==> config.mk <==
export PLATFORM = sky130hd
export DESIGN_NAME = shift_history_button_debouncer_unit
export DESIGN_NICKNAME = d
export VERILOG_FILES = /design/src/rtl/core/shbd_pkg.sv /design/src/rtl/core/shbd_button.sv /design/src/rtl/core/shift_history_button_debouncer_unit.sv
export SDC_FILE = /design/constraint.sdc
export NUM_CORES = 1
export LEC_CHECK = 0
export ABC_AREA = 1
export BUFFER_PORTS_ARGS = -buffer_cell sky130_fd_sc_hd__buf_4
export CORE_MARGIN = 5
export CORE_UTILIZATION = 45
export CTS_CLUSTER_SIZE = 20
export DETAILED_ROUTE_END_ITERATION = 12
export PLACE_DENSITY_LB_ADDON = 0.12
export SLEW_MARGIN = 20
export SYNTH_ARGS = -nofsm -noshare
export SYNTH_HDL_FRONTEND = slang
export SYNTH_SLANG_ARGS = --single-unit
==> constraint.sdc <==
create_clock -name clock -period 4.6 [get_ports clock]
set_input_delay 1.15 -clock clock [delete_from_list [all_inputs] [get_ports clock]]
set_output_delay 1.15 -clock clock [all_outputs]
set_load 0.005 [all_outputs]
==> src/rtl/core/shbd_pkg.sv <==
// shared types and constants for the shift history button debouncer
// no dependencies
package shbd_pkg;

   localparam int NumButtonsDefault = 8;
   localparam int MaxButtons        = 8;
   localparam int HistWidth         = 16;

   localparam logic [HistWidth-1:0] HistRiseMatch = 16'h00ff;
   localparam logic [HistWidth-1:0] HistAllOnes   = 16'hffff;
   localparam logic [HistWidth-1:0] HistHighMask  = 16'hff00;
   localparam logic [HistWidth-1:0] HistLowMask   = 16'h00ff;
   localparam logic [HistWidth-1:0] HistAllZero   = 16'h0000;

   typedef enum logic [1:0] {
      PH_UNPRESSED = 2'd0,
      PH_RISING    = 2'd1,
      PH_PRESSED   = 2'd2,
      PH_FALLING   = 2'd3
   } phase_type;

   // first matching transition wins
   function automatic phase_type next_phase(input phase_type ph,
                                            input logic [HistWidth-1:0] h);
      phase_type nxt;
      nxt = ph;
      if (h == HistRiseMatch && ph == PH_UNPRESSED) begin
         nxt = PH_RISING;
      end else if (h == HistAllOnes && ph == PH_RISING) begin
         nxt = PH_PRESSED;
      end else if ((h & HistLowMask) == HistAllZero && (h & HistHighMask) != HistAllZero
                   && ph == PH_PRESSED) begin
         nxt = PH_FALLING;
      end else if (h == HistAllZero) begin
         nxt = PH_UNPRESSED;
      end
      return nxt;
   endfunction

endpackage

==> src/rtl/core/shbd_button.sv <==
// one button: 16-bit pin history and four-state edge tracker
// depends on shbd_pkg
module shbd_button (
   input  logic                clock,
   input  logic                reset,
   input  logic                update,
   input  logic                pin,
   output shbd_pkg::phase_type phase_in,
   output logic                rose
);
   import shbd_pkg::*;

   logic [HistWidth-1:0] history_ff;
   logic [HistWidth-1:0] history_in;
   phase_type            phase_ff;

   // active-low pin shifts in a one
   assign history_in = {history_ff[HistWidth-2:0], ~pin};
   assign phase_in   = next_phase(phase_ff, history_in);
   assign rose       = (phase_ff == PH_UNPRESSED) && (phase_in == PH_RISING);

   always_ff @(posedge clock) begin
      if (reset) begin
         history_ff <= HistAllZero;
         phase_ff   <= PH_UNPRESSED;
      end else if (update) begin
         history_ff <= history_in;
         phase_ff   <= phase_in;
      end
   end

endmodule

==> src/rtl/core/shift_history_button_debouncer_unit.sv <==
// shift history button debouncer, top level
// input reg, then result reg; the per-button update is a single shift and compare
// throughput: one item per cycle unless rsp_tready stalls the output
// reset: synchronous active high, clears histories, phases, indicator and valids
// depends on shbd_pkg and shbd_button
module shift_history_button_debouncer_unit #(
   parameter int NUM_BUTTONS = shbd_pkg::NumButtonsDefault
) (
   input  logic        clock,
   input  logic        reset,
   input  logic        req_tvalid,
   output logic        req_tready,
   input  logic [7:0]  req_tdata,   // [7:0] pin_sample
   output logic        rsp_tvalid,
   input  logic        rsp_tready,
   output logic [31:0] rsp_tdata    // [15:0] button_states, [23:16] rising_mask,
                                    // [31:24] indicator_out
);
   import shbd_pkg::*;

   logic        in_valid_ff;
   logic [7:0]  sample_ff;
   logic        out_valid_ff;
   logic [15:0] states_ff;
   logic [7:0]  rising_ff;
   logic [7:0]  indicator_ff;

   logic        out_free;
   logic        advance;
   logic [15:0] states_in;
   logic [7:0]  rising_in;
   logic [7:0]  indicator_in;

   phase_type              phases [NUM_BUTTONS];
   logic [NUM_BUTTONS-1:0] rose;

   assign out_free   = !out_valid_ff || rsp_tready;
   assign advance    = in_valid_ff && out_free;
   assign req_tready = !in_valid_ff || out_free;

   for (genvar i = 0; i < NUM_BUTTONS; i++) begin : g_btn
      shbd_button u_button (
         .clock    (clock),
         .reset    (reset),
         .update   (advance),
         .pin      (sample_ff[i]),
         .phase_in (phases[i]),
         .rose     (rose[i])
      );
   end

   always_comb begin
      states_in = '0;
      rising_in = '0;
      for (int i = 0; i < NUM_BUTTONS; i++) begin
         states_in[2*i +: 2] = phases[i];
         rising_in[i]        = rose[i];
      end
      // an odd count of rising entries inverts the indicator
      indicator_in = indicator_ff ^ {8{^rising_in}};
   end

   always_ff @(posedge clock) begin
      if (reset) begin
         in_valid_ff  <= 1'b0;
         out_valid_ff <= 1'b0;
         indicator_ff <= '0;
      end else begin
         if (req_tready) begin
            in_valid_ff <= req_tvalid;
         end
         if (out_free) begin
            out_valid_ff <= in_valid_ff;
         end
         if (advance) begin
            indicator_ff <= indicator_in;
         end
      end
   end

   always_ff @(posedge clock) begin
      if (req_tready && req_tvalid) begin
         sample_ff <= req_tdata;
      end
      if (advance) begin
         states_ff <= states_in;
         rising_ff <= rising_in;
      end
   end

   assign rsp_tvalid = out_valid_ff;
   assign rsp_tdata  = {indicator_ff, rising_ff, states_ff};

endmodule
## Word-level counts from Yosys, hierarchy flattened

Index checks and enable logic that the tools add are counted.

| operators by class | value |
|---|---|
| $add $sub $neg | 0 |
| multiply operators | 0 |
| divide/modulo/power cells | 0 |
| order comparisons | 0 |
| equality and inequality tests | 40 |
| shift operators | 0 |
| muxes and demuxes | 32 |
| bitwise logic cells | 9 |
| reductions and logical operators | 79 |

Operator list:

| cell | count |
|---|---|
| 16-bit logical NOT | 16 |
| 16-bit equality test, second input constant | 8 |
| 16-bit by 8-bit equality test with 1-bit output, second input constant | 8 |
| 16-bit nonzero test | 8 |
| 2-bit two-way mux | 32 |
| 1-bit logical AND | 42 |
| 2-bit by 1-bit equality test with 1-bit output, second input constant | 16 |
| 2-bit equality test, second input constant | 8 |
| 2-bit logical NOT | 8 |
| 1-bit NOT | 8 |
| 8-bit parity | 1 |
| 8-bit bitwise XOR | 1 |
| 1-bit logical NOT | 2 |
| 1-bit logical OR | 2 |

| word-level totals | value |
|---|---|
| register bits | 178 |
| bits in latches | 0 |
| bits in writable memories | 0 |
| memory bits (read-only) | 0 |
| input bits | 12 |
| output and inout bits | 34 |
| memories kept | 0 |

## Logic depth before layout (Yosys ltp)

Gate-level depths: netlist (run 1).

| logic depth | value |
|---|---|
| word-level depth | 11 |
| gate-level depth with buffers | 17 |

## Hierarchy

Synthesis (run 1) repeated with hierarchy kept, for this count alone.

| second synthesis, totals | value |
|---|---|
| cells, all modules | 1097 |
| area total of the unflattened synthesis | 8200.4 um^2 |

Modules (own cells, without submodules):

| module | times used | cells an instance | area each (um^2) | sequential area each (um^2) |
|---|---|---|---|---|
| shbd_button | 8 | 120 | 828.3 | 340.3 |
| shift_history_button_debouncer_unit | 1 | 137 | 1574.0 | 1161.1 |

## Worst setup path after synthesis (run 1)

No wires, ideal clock.

| timing | value |
|---|---|
| path kind | input to register |
| from | input port rsp_tready |
| to | register rising_ff[0] (enable) |
| library setup time | 0.397 ns |
| data arrival time | 2.661 ns |
| data required time | 4.203 ns |
| setup slack | 1.542 ns |
| cell stages on the path | 6 |
| path buffers | 2 |
| cell sequence | inv_1 nand2_1 nand2_1 inv_2 clkbuf_1 buf_1 |

| on the way | value |
|---|---|
| word-level cells in the longest chain between the ends | 2 |

RTL lines:

| what | line | source |
|---|---|---|
| start: declaration | shift_history_button_debouncer_unit.sv:15 | `input logic rsp_tready,` |
| 1-bit logical OR | shift_history_button_debouncer_unit.sv:37 | `assign out_free = !out_valid_ff \|\| rsp_tready;` |
| 1-bit logical AND | shift_history_button_debouncer_unit.sv:38 | `assign advance = in_valid_ff && out_free;` |
| via advance | shift_history_button_debouncer_unit.sv:29 | `logic advance;` |
| end signal: assignment | shift_history_button_debouncer_unit.sv:87 | `rising_ff <= rising_in;` |
| end: declaration | shift_history_button_debouncer_unit.sv:25 | `logic [7:0] rising_ff;` |

The timed path passes the listed nets, and every way through them passes these cells.
A chain may end at the register's enable or synchronous reset.

## Final worst setup path (run 1)

| timing | value |
|---|---|
| from | input port rsp_tready |
| to | output port req_tready |

| on the way | value |
|---|---|
| word-level cells in the longest chain between the ends | 2 |

RTL lines:

| what | line | source |
|---|---|---|
| 1-bit logical OR | shift_history_button_debouncer_unit.sv:37 |  |
| 1-bit logical OR | shift_history_button_debouncer_unit.sv:39 | `assign req_tready = !in_valid_ff \|\| out_free;` |
| end: declaration | shift_history_button_debouncer_unit.sv:12 | `output logic req_tready,` |

No other way between the ends.

==> impl_metrics.env, run 1 <==
export IMPL_slew_headroom=0.454
export IMPL_cts_hold_buf=0
export IMPL_seqCellArea_sq_um=3880
export IMPL_setup_viol=0
export IMPL_dp_hpwl_um=9940
export IMPL_crit_arrival_ns=1.76
export IMPL_hold_path_class="reg2reg"
export IMPL_multi_input_area_sq_um=3130
export IMPL_final_util=0.521
export IMPL_holdWs_ns=0.460
export IMPL_die_area_sq_um=19600
export IMPL_clockBufferDepth=2
export IMPL_first_iter_violations=443
export IMPL_r2r_setup_slack_ns=2.48
export IMPL_crit_required_ns=3.45
export IMPL_grt_pass1_wl_um=26400
export IMPL_place_gp_congestion=0.805
export IMPL_final_common_cell="nor2_1"
export IMPL_ant_nets=0
export IMPL_drv_cap=0
export IMPL_slowest_delay_ns=0.23
export IMPL_syn_avg_cell_area_sq_um=7.36
export IMPL_tns_ns=0
export IMPL_clk_latency_ns=0.43
export IMPL_vdd_drop_max_uv=281
export IMPL_rr_endpoint="rising_ff[4]"
export IMPL_async_reset_ff_frac=0
export IMPL_cts_setup_buffers=0
export IMPL_cts_resized=0
export IMPL_synth_edf_count=32
export IMPL_cts_root_buf="clkbuf_16"
export IMPL_start_kind="input pin"
export IMPL_tightest_slew_ns=0.819
export IMPL_vias=6243
export IMPL_synth_seq_cells=178
export IMPL_whs_path_depth=1
export IMPL_post_route_period_util=0.633
export IMPL_critPathSlowestCell="buf_4"
export IMPL_cts_tree="built"
export IMPL_syn_inst=1032
export IMPL_fp_coreArea_sq_um=16600
export IMPL_cts_sinks=178
export IMPL_min_period_ns=2.91
export IMPL_final_layout_size_suffix_gt1_frac=0.104
export IMPL_num_rows=47
export IMPL_clkTransAtPathRegs_ns=0.06
export IMPL_worstHoldEndpoint="g_btn[3].u_button.history_ff[0]"
export IMPL_final_cell_mix="263 x nor2_1, 146 x nand2_1, 146 x dfxtp_1"
export IMPL_grt_ovfl_total=0
export IMPL_rsz0062_at_grt="no"
export IMPL_crit_type="in2out"
export IMPL_ys_types=24
export IMPL_cpMostUsedCell="buf_4"
export IMPL_die_w_um=140
export IMPL_fin_skew_ns=0.0151
export IMPL_final_cells=1287
export IMPL_finalHoldViolCount=0
export IMPL_io_pins=46
export IMPL_slew_viol_final=0
export IMPL_fin_nets=1066
export IMPL_first_pass_iters=5
export IMPL_p_per_area_nw_per_um2=403
export IMPL_antenna_cells=0
export IMPL_ys_warn_count=0
export IMPL_seq_area_frac_synth=0.512
export IMPL_grt_max_degree=93
export IMPL_run_status="finished clean"
export IMPL_start_util=0.458
export IMPL_grt_pass1_vias=5708
export IMPL_synth_area_sq_um=7590
export IMPL_p_leak_nw=3.67
export IMPL_worstPathCellList="buf_4 -> inv_1 -> nand3_1 -> buf_4"
export IMPL_drc=0
export IMPL_critPathMaxFanout=3
export IMPL_placedCellCount=1255
export IMPL_htree_levels=4
export IMPL_antenna_found_initial=0
export IMPL_endpoint_kind="output port"
export IMPL_fill_cells=1656
export IMPL_cts_made_buffers=17
export IMPL_viasPerCell=4.85
export IMPL_min_from="sample_ff[3]"
export IMPL_r2r_cells=4
export IMPL_max_clock_freq_ghz=0.343
export IMPL_syn_num_nets=1044
export IMPL_die_h_um=140
export IMPL_finalWirelength_um=15400
export IMPL_area_growth_pct=13.9
export IMPL_post_drt_wl_per_cell_um=12.0
export IMPL_grtUsageTotal=0.162
export IMPL_ys_flop_type="dfxtp_1"
export IMPL_r2r_start="rsp_tvalid"
export IMPL_io_buffers=45
metrics by stage:
stage / cell area, sq um / total power [W] / worst slack, ns
finish: 8650 / 0.00348 / 1.69
global route: 8650 / 0.00366 / 1.64
CTS: 8650 / 0.00352 / 1.67
detailed placement: 8080 / 0.00215 / 1.50
global placement: 8080 / 0.00214 / 1.52
floorplan: 7590 / 0.00205 / 1.54
where the power goes:
group	switching (W)	internal (W)	total [W]
clock	0.000602	0.000770	0.00137
sequential	0.0000817	0.00169	0.00177
combinational	0.000214	0.000127	0.000341
worst max-delay path, delay by kind of cell:
kind | cells | cell delay [ns]
buffers and inverters | 3 | 0.39
AND/OR/NAND/NOR | 1 | 0.22
synthesized netlist by cell type (3+ instances only):
cell type | n | share of area
and3_1 | 4 | 0.0033
edfxtp_1 | 32 | 0.13
nand4_1 | 23 | 0.019
nor2_1 | 263 | 0.13
nor4_1 | 13 | 0.011
nor2_2 | 10 | 0.0082
o21ai_0 | 136 | 0.090
clkbuf_1 | 41 | 0.020
nand2_2 | 9 | 0.0074
or2_2 | 4 | 0.0033
nand3_1 | 25 | 0.016
nand2_1 | 147 | 0.073
nor3_1 | 4 | 0.0026
nor2_4 | 3 | 0.0044
dfxtp_1 | 146 | 0.39
a21oi_1 | 58 | 0.038
inv_1 | 103 | 0.051
buf_1 | 3 | 0.0015
how the worst max path moves through the flow:
stage / to / start / cells past startpoint
3_3_place_gp: rising_ff[5] / rsp_tready / 6
5_1_grt: req_tready / rsp_tready / 4
4_1_cts: req_tready / rsp_tready / 4
2_1_floorplan: rising_ff[0] / rsp_tready / 6
6_report: req_tready / rsp_tready / 4
3_5_place_dp: rising_ff[5] / rsp_tready / 6
logic make-up (layout without fill, tap and decap cells):
logic type	count (synthesis)	in the layout	share of synthesized area
AND/OR/NAND/NOR	507	507	0.282
buffers and inverters	151	186	0.0766
flip-flops	178	178	0.512
AO/OA/AOI/OAI	196	196	0.130
state kept, by name (all words and copies together), names as in the netlist:
register,count
g_btn.u_button.phase_ff,16
g_btn.u_button.history_ff,120
states_ff,16
indicator_ff,8
rsp_tvalid,1
in_valid_ff,1
sample_ff,8
rising_ff,8
per-layer routing:
metal | vias to the layer above | track usage | routed length (um)
met5 | - | 0 | 0
met4 | 0 | 0.0627 | 213
met3 | 6 | 0.0333 | 504
met2 | 74 | 0.257 | 6930
met1 | 2797 | 0.217 | 7770
li1 | 3366 | - | -
final cells by class:
| class | count | area share |
|---|---|---|
| multi-input combinational | 703 | 0.362 |
| clock buffer | 19 | 0.0524 |
| clock inverter | 13 | 0.0130 |
| timing repair buffer | 49 | 0.0454 |
| sequential | 178 | 0.449 |
| tap | 220 | 0.0318 |
| inverter | 105 | 0.0459 |
Note: power is estimated with default switching activity, not from simulation.
==> run 2, diff against run 1 <==
- clock period: 4.6 -> 2.85 ns (I/O delays scaled with it)
==> impl_metrics.env, run 2 (same netlist as run 1, synthesis figures left out) <==
export IMPL_start_util=0.458
export IMPL_die_h_um=140
export IMPL_worstHoldEndpoint="g_btn[7].u_button.history_ff[0]"
export IMPL_ant_nets=0
export IMPL_fin_nets=1069
export IMPL_grtUsageTotal=0.161
export IMPL_num_rows=47
export IMPL_area_growth_pct=14.4
export IMPL_critPathMaxFanout=3
export IMPL_drc=0
export IMPL_dp_hpwl_um=9930
export IMPL_grt_max_degree=150
export IMPL_setup_viol=0
export IMPL_rsz0062_at_grt="no"
export IMPL_endpoint_kind="output port"
export IMPL_cts_hold_buf=0
export IMPL_cts_sinks=178
export IMPL_fin_area_sq_um=8680
export IMPL_fill_cells=1650
export IMPL_r2r_setup_slack_ns=0.99
export IMPL_final_common_cell="nor2_1"
export IMPL_antenna_found_initial=0
export IMPL_largest_reg_flops=120
export IMPL_finalWirelength_um=15500
export IMPL_final_cells=1290
export IMPL_p_per_area_nw_per_um2=643
export IMPL_first_iter_violations=375
export IMPL_cts_setup_buffers=0
export IMPL_final_layout_size_suffix_gt1_frac=0.107
export IMPL_cts_made_buffers=17
export IMPL_viasPerCell=4.84
export IMPL_first_pass_iters=7
export IMPL_whs_path_depth=1
export IMPL_power_w=0.00558
export IMPL_io_buffers=45
export IMPL_hold_path_class="reg2reg"
export IMPL_fin_skew_ns=0.00452
export IMPL_cts_root_buf="clkbuf_16"
export IMPL_min_from="sample_ff[7]"
export IMPL_crit_required_ns=2.14
export IMPL_dpl_cell_area_sq_um=8130
export IMPL_vdd_drop_max_uv=435
export IMPL_grt_pass1_wl_um=26200
export IMPL_post_drt_wl_per_cell_um=12.0
export IMPL_seqCellArea_sq_um=3880
export IMPL_drv_cap=0
export IMPL_r2r_cells=14
export IMPL_place_gp_congestion=0.793
export IMPL_tns_ns=0
export IMPL_antenna_cells=0
export IMPL_run_status="finished clean"
export IMPL_min_period_ns=1.89
export IMPL_htree_levels=4
export IMPL_clkTransAtPathRegs_ns=0.06
export IMPL_rr_endpoint="indicator_ff[5]"
export IMPL_multi_input_area_sq_um=3130
export IMPL_p_leak_nw=3.71
export IMPL_clockBufferDepth=2
export IMPL_crit_arrival_ns=1.18
export IMPL_regMostFlops="g_btn.u_button.history_ff"
export IMPL_final_cell_mix="263 x nor2_1, 146 x nand2_1, 146 x dfxtp_1"
export IMPL_r2r_start="sample_ff[2]"
export IMPL_cts_resized=0
export IMPL_vias=6246
export IMPL_die_w_um=140
export IMPL_slew_headroom=0.626
export IMPL_grt_pass1_vias=5565
export IMPL_crit_type="in2out"
export IMPL_post_route_period_util=0.663
export IMPL_placedCellCount=1258
export IMPL_tightest_slew_ns=0.561
export IMPL_reg_top3="g_btn.u_button.history_ff x120, g_btn.u_button.phase_ff x16, states_ff x16"
export IMPL_io_pins=46
export IMPL_die_area_sq_um=19600
export IMPL_cts_tree="built"
export IMPL_clk_latency_ns=0.42
export IMPL_finalHoldViolCount=0
export IMPL_start_kind="input pin"
export IMPL_grt_ovfl_total=0
export IMPL_slew_viol_final=0
export IMPL_fp_coreArea_sq_um=16600
export IMPL_max_clock_freq_ghz=0.529
[run 2: cell types whose count changed in the layout (fill, tap and decap cells not counted), sizes merged]
cell / change
bufinv: -1
clkbuf: +4
clkinvlp: -3
buf: +3
[run 2: how the worst max path moves through the flow]
stage	from	to	slack, ns
3_3_place_gp	rsp_tready	states_ff[7]	0.77
5_1_grt	sample_ff[1]	indicator_ff[6]	0.74
6_report	rsp_tready	req_tready	0.96
3_5_place_dp	rsp_tready	states_ff[7]	0.77
2_1_floorplan	rsp_tready	rising_ff[0]	0.23
4_1_cts	rsp_tready	req_tready	0.95
[run 2: layout make-up]
type,count,share of cell area
inverters,105,0.0457
clock inverters,9,0.00634
flip-flops and latches,178,0.447
clock buffers,23,0.0574
well taps,220,0.0317
repair buffers,52,0.0507
multi-input cells,703,0.361
[run 2: worst max-delay path, stage by stage]
cell,delay (ns)
buf_4,0.12
inv_1,0.06
nand3_1,0.11
buf_4,0.18
[run 2: through the flow]
| stage | hold WS, ns | worst slack [ns] | util |
|---|---|---|---|
| floorplan | 0.424 | 0.229 | - |
| global placement | 0.446 | 0.767 | 0.490 |
| detailed placement | 0.441 | 0.771 | 0.490 |
| CTS | 0.441 | 0.946 | 0.524 |
| global route | 0.437 | 0.740 | 0.524 |
| finish | 0.447 | 0.959 | 0.524 |
[run 2: per-layer routing]
layer  vias to the layer above  GRT usage  wire (um)
li1                       3364          -          -
met2                        86      0.254       6820
met4                         0     0.0576        218
met5                         -          0          0
met1                      2782      0.217       7720
met3                        14     0.0377        696
[run 2: where the power goes]
part / leakage, nW / internal (W) / switching (W) / total (W)
registers: 1.51 / 0.00273 / 0.000134 / 0.00286
clock network: 0.267 / 0.00122 / 0.000938 / 0.00216
logic: 1.94 / 0.000212 / 0.000346 / 0.000559
total: 3.71 / 0.00416 / 0.00142 / 0.00558
==> run 3, diff against run 2 <==
- clock period: 2.85 -> 1.83 ns (I/O delays scaled with it)
==> impl_metrics.env, run 3 (same netlist as run 1, synthesis figures left out) <==
export IMPL_pwr_share_comb=0.109
export IMPL_worstHoldEndpoint="sample_ff[6]"
export IMPL_slew_headroom=0.597
export IMPL_sw_frac_of_total=0.257
export IMPL_fp_coreArea_sq_um=16600
export IMPL_regMostFlops="g_btn.u_button.history_ff"
export IMPL_vias=6416
export IMPL_multi_input_area_sq_um=3310
export IMPL_place_gp_congestion=0.802
export IMPL_die_area_sq_um=19600
export IMPL_grtUsageTotal=0.169
export IMPL_final_util=0.554
export IMPL_antenna_found_initial=0
export IMPL_die_w_um=140
export IMPL_critPathMaxFanout=8
export IMPL_first_pass_iters=6
export IMPL_fin_skew_ns=0.00957
export IMPL_grt_pass1_vias=5972
export IMPL_power_switching_w=0.00230
export IMPL_clockBufferDepth=2
export IMPL_power_w=0.00896
export IMPL_num_rows=47
export IMPL_r2r_cells=13
export IMPL_hold_path_class="in2reg"
export IMPL_intPower_w=0.00666
export IMPL_fin_nets=1104
export IMPL_min_from="req_tdata[6]"
export IMPL_min_period_ns=1.85
export IMPL_io_buffers=45
export IMPL_first_iter_violations=358
export IMPL_die_h_um=140
export IMPL_htree_levels=4
export IMPL_finalHoldViolCount=0
export IMPL_cts_tree="built"
export IMPL_r2r_setup_slack_ns=-0.02
export IMPL_setup_slack_ns=-0.0150
export IMPL_drv_cap=0
export IMPL_post_route_period_util=1.01
export IMPL_setup_viol=2
export IMPL_slew_viol_final=0
export IMPL_antenna_cells=0
export IMPL_drc=0
export IMPL_dp_hpwl_um=10500
export IMPL_grt_ovfl_total=0
export IMPL_final_common_cell="nor2_1"
export IMPL_final_cell_mix="240 x nor2_1, 136 x o21ai_0, 130 x nand2_1, 130 x dfxtp_1, 93 x inv_1"
export IMPL_area_growth_pct=21.1
export IMPL_cts_hold_buf=0
export IMPL_crit_required_ns=2.15
export IMPL_start_util=0.458
export IMPL_fill_cells=1598
export IMPL_whs_path_depth=1
export IMPL_grt_max_degree=93
export IMPL_p_per_area_nw_per_um2=975
export IMPL_vdd_drop_max_uv=675
export IMPL_crit_arrival_ns=2.16
export IMPL_tightest_slew_ns=0.604
export IMPL_clk_latency_ns=0.43
export IMPL_cts_root_buf="clkbuf_16"
export IMPL_crit_type="reg2reg"
export IMPL_seqCellArea_sq_um=3910
export IMPL_ant_nets=0
export IMPL_viasPerCell=4.84
export IMPL_start_kind="flip-flop"
export IMPL_rsz0062_at_grt="yes"
export IMPL_run_status="finished, violations left"
export IMPL_final_layout_size_suffix_gt1_frac=0.199
export IMPL_cts_made_buffers=17
export IMPL_cts_sinks=178
export IMPL_max_clock_freq_ghz=0.542
export IMPL_pwr_share_clk=0.394
export IMPL_reg_top3="g_btn.u_button.history_ff x120, g_btn.u_button.phase_ff x16, states_ff x16"
export IMPL_grt_pass1_wl_um=27800
export IMPL_io_pins=46
export IMPL_r2r_start="g_btn[2].u_button.history_ff[13]"
export IMPL_finalWirelength_um=16500
export IMPL_p_seq_frac=0.497
export IMPL_post_drt_wl_per_cell_um=12.5
export IMPL_largest_reg_flops=120
export IMPL_clkTransAtPathRegs_ns=0.07
export IMPL_rr_endpoint="indicator_ff[7]"
export IMPL_violations="setup timing"
export IMPL_p_leak_nw=3.92
export IMPL_endpoint_kind="flip-flop"
==> run 3: power groups by stage <==
stage	clock network, W	registers [W]	logic [W]
2_1_floorplan	0	0.00449	0.000665
3_3_place_gp	0	0.00453	0.000931
3_5_place_dp	0	0.00453	0.000942
4_1_cts	0.00363	0.00445	0.000948
5_1_grt	0.00382	0.00450	0.00113
6_report	0.00353	0.00446	0.000975
==> run 3: repair_timing <==
| action | CTS | global route |
|---|---|---|
| buffers inserted | 0 | 13 |
| endpoints found under the setup margin | 0 | 11 |
| gates resized for setup | 0 | 78 |
==> run 3: how the worst max path moves through the flow <==
stage               slack, ns                        startpoint  depth (start not counted)               to
detailed placement       0.02                      sample_ff[4]                         14  indicator_ff[3]
CTS                     0.005                      sample_ff[0]                         13  indicator_ff[3]
global placement         0.05                      sample_ff[0]                         14  indicator_ff[7]
finish                  -0.02  g_btn[2].u_button.history_ff[13]                         13  indicator_ff[7]
global route            -0.19                      sample_ff[2]                         15  indicator_ff[2]
floorplan                0.09                        rsp_tready                          6     rising_ff[0]
==> run 3: per-stage QoR <==
step	cells	setup TNS, ns	hold WS (ns)	setup slack [ns]	cell area, sq um
detailed placement	1279	0	0.435	0.0153	8300
floorplan	1032	0	0.424	0.0876	7590
CTS	1311	0	0.187	0.00468	8880
global placement	1279	0	0.435	0.0541	8300
finish	1325	-0.0268	0.205	-0.0150	9190
global route	1325	-1.31	0.181	-0.193	9190
==> run 3: cell type report <==
type,count,area share
multi-input combinational,704,0.360
timing repair buffer,86,0.0784
tap,220,0.0299
clock buffer,20,0.0520
sequential,178,0.425
clock inverter,12,0.0114
inverter,105,0.0431
==> run 3: metal layers <==
layer,part of all wire,GRT usage,up-vias
met1,0.50,0.226,2890
li1,-,-,3443
met4,0.010,0.0500,0
met2,0.46,0.274,68
met3,0.028,0.0405,15
met5,0,0,-
==> run 3: worst max-delay path: stages (launching register included) <==
cell and delay (ns):
dfxtp_1 0.34, nor2_2 0.15, nand2_1 0.07, nor2_1 0.16
nand3_2 0.12, nand2_1 0.10, nand2_2 0.11, nor2_2 0.14
nor2_2 0.05, nand2_2 0.10, buf_12 0.11, nand3_4 0.11
nor2_1 0.13, nor2_1 0.05
